==> config.mk <==
export PLATFORM = sky130hd
export DESIGN_NAME = timed_output_command_sequencer
export DESIGN_NICKNAME = d
export VERILOG_FILES = /design/src/rtl/tocs_pkg.sv /design/src/rtl/timed_output_command_sequencer.sv
export SDC_FILE = /design/constraint.sdc
export NUM_CORES = 2
export LEC_CHECK = 0
export BUFFER_PORTS_ARGS = -buffer_cell sky130_fd_sc_hd__buf_2
export CAP_MARGIN = 0
export CELL_PAD_IN_SITES_DETAIL_PLACEMENT = 0
export CELL_PAD_IN_SITES_GLOBAL_PLACEMENT = 1
export CORE_ASPECT_RATIO = 1.2
export CORE_MARGIN = 1
export CORE_UTILIZATION = 30
export DETAILED_ROUTE_END_ITERATION = 10
export GPL_TIMING_DRIVEN = 0
export HOLD_SLACK_MARGIN = 0.15
export PLACE_DENSITY = 0.57
export SYNTH_ARGS = -nofsm -noshare
export SYNTH_HDL_FRONTEND = slang
export SYNTH_SLANG_ARGS = --single-unit
==> constraint.sdc <==
create_clock -name clk -period 10.2 [get_ports clk]
set_input_delay 1.02 -clock clk [delete_from_list [all_inputs] [get_ports clk]]
set_output_delay 1.02 -clock clk [all_outputs]
set_load 0.03 [all_outputs]
==> src/rtl/tocs_pkg.sv <==
`timescale 1ns / 1ps

package tocs_pkg;

    localparam int TABLE_DEPTH_DEF = 32;

    localparam logic [7:0]  OP_NOP   = 8'd0;
    localparam logic [7:0]  OP_SET   = 8'd1;
    localparam logic [7:0]  OP_CLR   = 8'd2;
    localparam logic [7:0]  OP_DELAY = 8'd3;
    localparam logic [7:0]  OP_END   = 8'hFF;

    localparam logic [15:0] DEFAULT_PERIOD = 16'd1800;

    localparam logic REQ_TICK  = 1'b0;
    localparam logic REQ_WRITE = 1'b1;

    typedef struct packed {
        logic        req_type;
        logic [4:0]  entry_index;
        logic [7:0]  entry_opcode;
        logic [15:0] entry_value;
    } req_t;

    typedef struct packed {
        logic [7:0]  output_pins;
        logic        scan_ran;
        logic [15:0] delay_taken;
        logic [31:0] next_scan_time;
        logic [31:0] current_time;
    } rsp_t;

    typedef struct packed {
        logic [7:0]  opcode;
        logic [15:0] value;
    } entry_t;

endpackage

==> src/rtl/timed_output_command_sequencer.sv <==
`timescale 1ns / 1ps

// Timed output command sequencer. Each request is a command table write or one
// tick; each gives exactly one response. A write or a tick that does not hit the
// scan time goes from S_IDLE through S_DONE into the response register. A tick
// that starts a scan walks the table one entry per cycle through the single
// read port of the table memory, up to END, a nonzero DELAY or at most
// TABLE_DEPTH entries. A new request is taken once the previous one has reached
// the response register; the response waits there for rsp_ready, and the next
// response waits in S_DONE behind it. Table slots not yet written read as END.

module timed_output_command_sequencer #(
    parameter int TABLE_DEPTH = tocs_pkg::TABLE_DEPTH_DEF
) (
    input  logic           clk,
    input  logic           rst_n,
    input  logic           req_valid,
    output logic           req_ready,
    input  tocs_pkg::req_t req,
    output logic           rsp_valid,
    input  logic           rsp_ready,
    output tocs_pkg::rsp_t rsp,
    input  logic           cfg_we,
    input  logic [15:0]    cfg_wdata
);

    localparam int IDX_W = $clog2(TABLE_DEPTH);
    localparam int PTR_W = $clog2(TABLE_DEPTH + 1);
    localparam logic [PTR_W-1:0] PTR_LAST = PTR_W'(TABLE_DEPTH);

    typedef enum logic [1:0] {
        S_IDLE,
        S_WALK,
        S_EXEC,
        S_DONE
    } state_t;

    state_t                  state_reg, state_next;
    logic [PTR_W-1:0]        ptr_reg, ptr_next;
    logic [7:0]              latch_reg, latch_next;
    logic [31:0]             now_reg, now_next;
    logic [31:0]             due_reg, due_next;
    logic [31:0]             start_reg, start_next;
    logic [15:0]             period_reg;
    logic                    ran_reg, ran_next;
    logic [15:0]             delay_reg, delay_next;
    logic [TABLE_DEPTH-1:0]  valid_reg, valid_next;
    logic                    rsp_valid_reg, rsp_valid_next;
    tocs_pkg::rsp_t          rsp_reg, rsp_next;

    tocs_pkg::entry_t        mem [TABLE_DEPTH];
    tocs_pkg::entry_t        rd_data_reg;
    logic                    rd_valid_reg;
    logic                    mem_we;
    logic [IDX_W-1:0]        wr_addr;
    logic                    rd_en;
    logic [IDX_W-1:0]        rd_addr;

    logic [31:0]             idx_wide;
    logic                    wr_ok;
    logic [31:0]             now_inc;
    logic [31:0]             period_end;
    logic [PTR_W-1:0]        ptr_inc;
    tocs_pkg::entry_t        cur;

    assign idx_wide   = 32'(req.entry_index);
    assign wr_ok      = idx_wide < 32'(TABLE_DEPTH);
    assign wr_addr    = idx_wide[IDX_W-1:0];
    assign now_inc    = now_reg + 32'd1;
    assign period_end = start_reg + 32'(period_reg);
    assign ptr_inc    = ptr_reg + PTR_W'(1);
    assign cur        = rd_valid_reg ? rd_data_reg
                                     : tocs_pkg::entry_t'({tocs_pkg::OP_END, 16'd0});

    assign req_ready  = (state_reg == S_IDLE);
    assign rsp_valid  = rsp_valid_reg;
    assign rsp        = rsp_reg;

    always_comb
    begin
        state_next     = state_reg;
        ptr_next       = ptr_reg;
        latch_next     = latch_reg;
        now_next       = now_reg;
        due_next       = due_reg;
        start_next     = start_reg;
        ran_next       = ran_reg;
        delay_next     = delay_reg;
        valid_next     = valid_reg;
        rsp_next       = rsp_reg;
        rsp_valid_next = rsp_valid_reg && !rsp_ready;
        mem_we         = 1'b0;
        rd_en          = 1'b0;
        rd_addr        = ptr_reg[IDX_W-1:0];

        case (state_reg)
            S_IDLE:
            begin
                if (req_valid)
                begin
                    ran_next   = 1'b0;
                    delay_next = 16'd0;
                    state_next = S_DONE;
                    if (req.req_type == tocs_pkg::REQ_WRITE)
                    begin
                        if (wr_ok)
                        begin
                            mem_we              = 1'b1;
                            valid_next[wr_addr] = 1'b1;
                        end
                    end
                    else
                    begin
                        now_next = now_inc;
                        if (now_inc == due_reg)
                        begin
                            ran_next   = 1'b1;
                            state_next = S_WALK;
                        end
                    end
                end
            end

            S_WALK:
            begin
                if (ptr_reg == PTR_LAST)
                begin
                    due_next   = period_end;
                    start_next = period_end;
                    ptr_next   = '0;
                    state_next = S_DONE;
                end
                else
                begin
                    rd_en      = 1'b1;
                    state_next = S_EXEC;
                end
            end

            S_EXEC:
            begin
                if (cur.opcode == tocs_pkg::OP_END)
                begin
                    due_next   = period_end;
                    start_next = period_end;
                    ptr_next   = '0;
                    state_next = S_DONE;
                end
                else
                begin
                    ptr_next = ptr_inc;
                    case (cur.opcode)
                        tocs_pkg::OP_SET: latch_next = latch_reg | cur.value[7:0];
                        tocs_pkg::OP_CLR: latch_next = latch_reg & ~cur.value[7:0];
                        default:          latch_next = latch_reg;
                    endcase
                    if (cur.opcode == tocs_pkg::OP_DELAY && cur.value != 16'd0)
                    begin
                        due_next   = due_reg + 32'(cur.value);
                        delay_next = cur.value;
                        state_next = S_DONE;
                    end
                    else if (ptr_inc == PTR_LAST)
                    begin
                        due_next   = period_end;
                        start_next = period_end;
                        ptr_next   = '0;
                        state_next = S_DONE;
                    end
                    else
                    begin
                        // prefetch next entry
                        rd_en   = 1'b1;
                        rd_addr = ptr_inc[IDX_W-1:0];
                    end
                end
            end

            S_DONE:
            begin
                if (!rsp_valid_reg || rsp_ready)
                begin
                    rsp_next.output_pins    = latch_reg;
                    rsp_next.scan_ran       = ran_reg;
                    rsp_next.delay_taken    = delay_reg;
                    rsp_next.next_scan_time = due_reg;
                    rsp_next.current_time   = now_reg;
                    rsp_valid_next          = 1'b1;
                    state_next              = S_IDLE;
                end
            end

            default:
            begin
                state_next = S_IDLE;
            end
        endcase
    end

    always_ff @(posedge clk)
    begin
        if (mem_we)
        begin
            mem[wr_addr] <= tocs_pkg::entry_t'({req.entry_opcode, req.entry_value});
        end
        if (rd_en)
        begin
            rd_data_reg  <= mem[rd_addr];
            rd_valid_reg <= valid_reg[rd_addr];
        end
    end

    always_ff @(posedge clk or negedge rst_n)
    begin
        if (!rst_n)
        begin
            state_reg     <= S_IDLE;
            ptr_reg       <= '0;
            latch_reg     <= 8'd0;
            now_reg       <= 32'd0;
            due_reg       <= 32'd1;
            start_reg     <= 32'd1;
            period_reg    <= tocs_pkg::DEFAULT_PERIOD;
            ran_reg       <= 1'b0;
            delay_reg     <= 16'd0;
            valid_reg     <= '0;
            rsp_valid_reg <= 1'b0;
            rsp_reg       <= '0;
        end
        else
        begin
            state_reg     <= state_next;
            ptr_reg       <= ptr_next;
            latch_reg     <= latch_next;
            now_reg       <= now_next;
            due_reg       <= due_next;
            start_reg     <= start_next;
            ran_reg       <= ran_next;
            delay_reg     <= delay_next;
            valid_reg     <= valid_next;
            rsp_valid_reg <= rsp_valid_next;
            rsp_reg       <= rsp_next;
            if (cfg_we)
            begin
                period_reg <= cfg_wdata;
            end
        end
    end

    a_ptr_range: assert property (@(posedge clk) disable iff (!rst_n)
        ptr_reg <= PTR_LAST)
        else $error("command pointer past table end");

    a_exec_has_read: assert property (@(posedge clk) disable iff (!rst_n)
        state_reg == S_EXEC |-> $past(rd_en))
        else $error("entry evaluated without a read the cycle before");

    a_write_done: assert property (@(posedge clk) disable iff (!rst_n)
        (req_valid && req_ready && req.req_type == tocs_pkg::REQ_WRITE)
        |=> state_reg == S_DONE)
        else $error("table write did not go straight to response");

    a_delay_needs_scan: assert property (@(posedge clk) disable iff (!rst_n)
        (rsp_valid && !rsp.scan_ran) |-> rsp.delay_taken == 16'd0)
        else $error("delay reported without a scan");

endmodule
==> flow_results.org <==
** Floorplanning
- 142 I/O pins were placed.
- The floorplan step defined a die boundary enclosing 0.153 mm².
- Die Width :: 357 µm
- Chip height :: ~430 µm
- Number of rows created at floorplan :: 155
- Initial Util :: 0.304
- The core region is 0.149 mm².

** Timing
- Setup repair after global routing missed its margin :: no
- For the finished layout, the period the worst path requires is 6120 ps.
- Total setup violations reported at the end of the flow :: 0
- Normalized max-slew margin :: 0.0335
- Worst Clk Skew :: 39.3 ps
- Dividing the final minimum period by the clock period gives 0.600.
- Derived from the worst setup path, the maximum achievable clock frequency is 163 MHz.
- Max-slew violation total from the final report :: 0
- Final total negative setup slack :: 0 ps
- At the pin with the least slew margin, the transition time is 1440 ps.
- The final count of hold timing violations was 0.

** Synth
- Of the total synthesized cell area, the portion taken by full adders, half adders and majority gates is 0.00998.
- Largest cells by area after synthesis :: sky130_fd_sc_hd__edfxtp_1 (52%), sky130_fd_sc_hd__dfrtp_1 (14%), sky130_fd_sc_hd__nand2_1 (6.3%)
- The share of the Yosys chip area taken by registers is 0.672.
- Synthesized-area fraction occupied by and/or/nand/nor cells :: 0.146
- Mapped Cells :: 3,644
- Most common cell in the netlist :: sky130_fd_sc_hd__edfxtp_1
- Ranked by instance count, the synthesized netlist is headed by sky130_fd_sc_hd__edfxtp_1 (793), sky130_fd_sc_hd__nand2_1 (767), sky130_fd_sc_hd__dfrtp_1 (261).
- Fraction of synthesized cell area taken by the top area cell type :: 0.525
- After synthesis, the largest family of logic cells by area is simple AND/OR/NAND/NOR gates.
- Net Count, Synth :: 3,730
- After synthesis the cells add up to 0.0454 mm².
- Compound-Gate Fraction of Synth Area :: 0.0787
- Primary flip-flop cell chosen by synthesis mapping :: sky130_fd_sc_hd__edfxtp_1
- Of all cell types, the one taking the most synthesized area is sky130_fd_sc_hd__edfxtp_1.
- For this run, the number of Yosys warnings is 0.
- Avg Inst Size Synth :: 12.4 µm²
- Number of different library cells in the post-synthesis netlist :: 90
- Count of flip-flops with a built-in enable after synthesis :: 793
- After synthesis the netlist holds a flip-flop and latch count of 1,060.
- Of the post-synthesis cell area, the part taken by muxes is 0.0455.
- Share of async-settable or async-resettable flops after synthesis :: 0.252
- Post-synthesis share of cell area spent on xor and xnor gates :: 0.0253

** GRT
- First-pass GRT wire length :: between 200,000 and 250,000 µm
- Vias in the first global route :: 30,200
- Global-route congestion overflow total :: 0
- Met1 GRT Util :: 0.248
- GRT met2 Usage :: 0.347
- Fraction of met3 tracks used by global routing :: 0.0247
- Most utilized layer in the global route result :: met2
- Across every metal layer, demand over resource in global routing totals 0.198.
- Antenna violations before repair :: 7
- Pin count of the biggest net entering global routing :: 103

** Clocking
- TritonCTS built the clock tree.
- Clock tree synthesis found a total of approximately 1,100 sinks.
- After clock tree synthesis, the repair step resized 0 gates.
- Clock root cell :: sky130_fd_sc_hd__clkbuf_16
- In this run the number of H-tree levels came out at 3.
- Total clock buffers created by CTS :: around 110
- The clock reaches the later pin of the worst-skew pair after 750 ps.
- Clock-pin slew was measured on the worst setup and hold paths at 60 ps.
- No sink is reached through more buffers than the 3 on the longest clock path.
- In this run, post-CTS hold repair placed 0 buffers.
- Post CTS Setup Buffer Count :: 0

** Power and ir drop
- Static leakage :: 19.5 nW
- VDD sags by at most 0.159 mV.
- Internal power comes to 8.87 mW.
- Dividing total power by cell area gives a power density of 267 mW/mm².
- Post-layout power :: 14.3 mW
- Of the total power, the share spent switching nets is 0.379.
- Relative contribution of combinational cells to total power :: 0.334
- Share of power burned in the clock network :: 0.293
- Net Switching :: 5.41 mW
- The share of total power dissipated in sequential elements is 0.373.

** Hold path
- Min-Delay Path Class :: input port to asynchronous set/reset pin

** Job
- Number of max-cap violations :: 0

** Place
- Total placed instance area :: 0.0496 mm²
- Input and output buffers added on the ports amount to 140.
- Placer Congestion :: ~0.85
- Counting tap cells, the placed design contains a total of 5,781 instances.
- Detail Placement HPWL :: 110,000 µm

** Final layout
- Syn-to-layout area delta :: 17.8%
- Register area :: roughly 0.03 mm²
- Flip-flop count of the largest register, all copies and words added :: 768
- Fillcell total :: 14,700
- With fillers left out, the area of the finished cells amounts to ~0.053 mm².
- In the final layout, the share of cells above drive strength 1 is 0.156.
- At the end of the flow, the number of nets in the layout was around 4,000.
- Once layout is complete, the utilization of the core stands at 0.358.
- Once layout is complete, the cells apart from fillers number 6,000.
- The multi-input combinational cells in the finished layout cover a total of 0.0141 mm².

** Drt
- DRC violations left :: 0
- Summed over all layers, the routed wires come to around 150,000 µm.
- Routed WL per cell :: 25.5 µm
- In the routed layout, each cell is associated on average with a via count of roughly 5.1.
- Remaining number of nets flagged by the antenna check after routing :: 0
- DRT Pass-1 Iters :: 6
- The first routing iteration left 2,638 violations.
- The final route contains 30,800 vias.

** Worst setup path
- The worst setup path is captured at a flip-flop.
- Critical path class :: flip-flop to flip-flop
- Worst EP arrival :: between 6000 and 7000 ps
- CP Launch Type :: flip-flop
- Data required time at the worst endpoint :: 10,540 ps
- Maximum net fanout on the critical path :: 10

** Status
- Run status :: finished clean
-- per-stage QoR --
step                      hold WS, ps  setup slack, ps
after floorplan                   430             6210
final                             225             4080
after detailed placement          448             4240
after global placement            450             2610
after global routing              242             4040
after CTS                         205             4210
-- worst max-delay path, cell delays in order (launching register included) --
cell and delay (ps):
sky130_fd_sc_hd__dfrtp_1 400, sky130_fd_sc_hd__inv_1 120, sky130_fd_sc_hd__ha_1 220, sky130_fd_sc_hd__and2_1 130, sky130_fd_sc_hd__buf_2 250, sky130_fd_sc_hd__o21a_1 370
sky130_fd_sc_hd__o21ai_4 160, sky130_fd_sc_hd__o211ai_2 550, sky130_fd_sc_hd__buf_2 380, sky130_fd_sc_hd__buf_1 770, sky130_fd_sc_hd__buf_1 850, sky130_fd_sc_hd__nand2_1 150
sky130_fd_sc_hd__nand3_1 120, sky130_fd_sc_hd__a31oi_1 180, sky130_fd_sc_hd__nor4_1 1030
-- cell usage in the layout (no fill, tap or decap), types with 19 or more instances in the layout --
cell type	netlist	final
sky130_fd_sc_hd__nor2_4	0	32
sky130_fd_sc_hd__a31oi_1	37	36
sky130_fd_sc_hd__dfrtp_1	261	261
sky130_fd_sc_hd__buf_1	36	36
sky130_fd_sc_hd__o21ai_0	105	105
sky130_fd_sc_hd__a32oi_1	30	30
sky130_fd_sc_hd__or2_2	37	37
sky130_fd_sc_hd__mux2i_1	69	69
sky130_fd_sc_hd__nor2_1	130	98
sky130_fd_sc_hd__nand2_1	767	767
sky130_fd_sc_hd__nor3_1	37	37
sky130_fd_sc_hd__xor2_1	53	53
sky130_fd_sc_hd__xnor2_1	78	78
sky130_fd_sc_hd__a311oi_1	31	31
sky130_fd_sc_hd__buf_16	0	21
sky130_fd_sc_hd__a21oi_1	122	122
sky130_fd_sc_hd__a22oi_1	19	19
sky130_fd_sc_hd__mux2_2	120	120
sky130_fd_sc_hd__clkinv_2	0	24
sky130_fd_sc_hd__nand4_1	33	33
sky130_fd_sc_hd__edfxtp_1	793	793
sky130_fd_sc_hd__buf_2	61	200
sky130_fd_sc_hd__inv_1	29	29
sky130_fd_sc_hd__and3_1	63	63
sky130_fd_sc_hd__o211ai_1	23	23
sky130_fd_sc_hd__clkbuf_16	0	116
sky130_fd_sc_hd__nand3_1	253	253
sky130_fd_sc_hd__clkbuf_1	114	147
sky130_fd_sc_hd__ha_1	33	33
sky130_fd_sc_hd__nor4_1	36	36
-- routing by layer --
layer / part of all wire / routed length (µm)
met5: 0.00020 / 30
met4: 0.037 / 5710
met1: 0.41 / 63000
met2: 0.51 / 77300
met3: 0.044 / 6780
-- power by group through the flow --
| stage | Clock, mW | Sequential [mW] | Combinational, mW |
|---|---|---|---|
| after floorplan | 0 | 5.44 | 2.70 |
| final | 4.18 | 5.33 | 4.76 |
| after global routing | 4.43 | 5.37 | 5.11 |
| after global placement | 0 | 5.42 | 4.74 |
| after CTS | 4.27 | 5.33 | 4.81 |
| after detailed placement | 0 | 5.42 | 4.79 |
-- cell families after synthesis --
group                      after synthesis
AOI/OAI and AO/OA                      530
xor gates and xnor gates               131
adders and majority gates               35
buffers and inverters                  246
DFF                                   1060
muxes                                  190
and+or+nand+nor                       1452
-- layout make-up --
class                      instances  share of cell area
antenna                            2           0.0000937
buffer                           216              0.0171
clock buffer                     166              0.0610
clock inverter                    51             0.00986
inverter                          30             0.00211
multi-input combinational       2338               0.264
sequential                      1060               0.571
tap                             1962              0.0460
timing repair buffer             175              0.0292
-- worst paths after layout --
| kind | end | slack (ps) | from | cells past startpoint |
|---|---|---|---|---|
| worst max-delay path | rd_data_reg[8] | 4080 | state_reg[0] | 14 |
| worst min-delay path | rsp[18] | 230 | rst_n | 1 |
| worst max register to register | rd_data_reg[8] | 4080 | state_reg[0] | 14 |
| worst min register to register | delay_reg[10] | 460 | delay_reg[10] | 2 |
| max in group asynchronous | valid_reg[28] | 8980 | rst_n | 2 |
| min in group clk | delay_reg[10] | 460 | delay_reg[10] | 2 |
No activity file was read; power rests on OpenSTA's default activity.
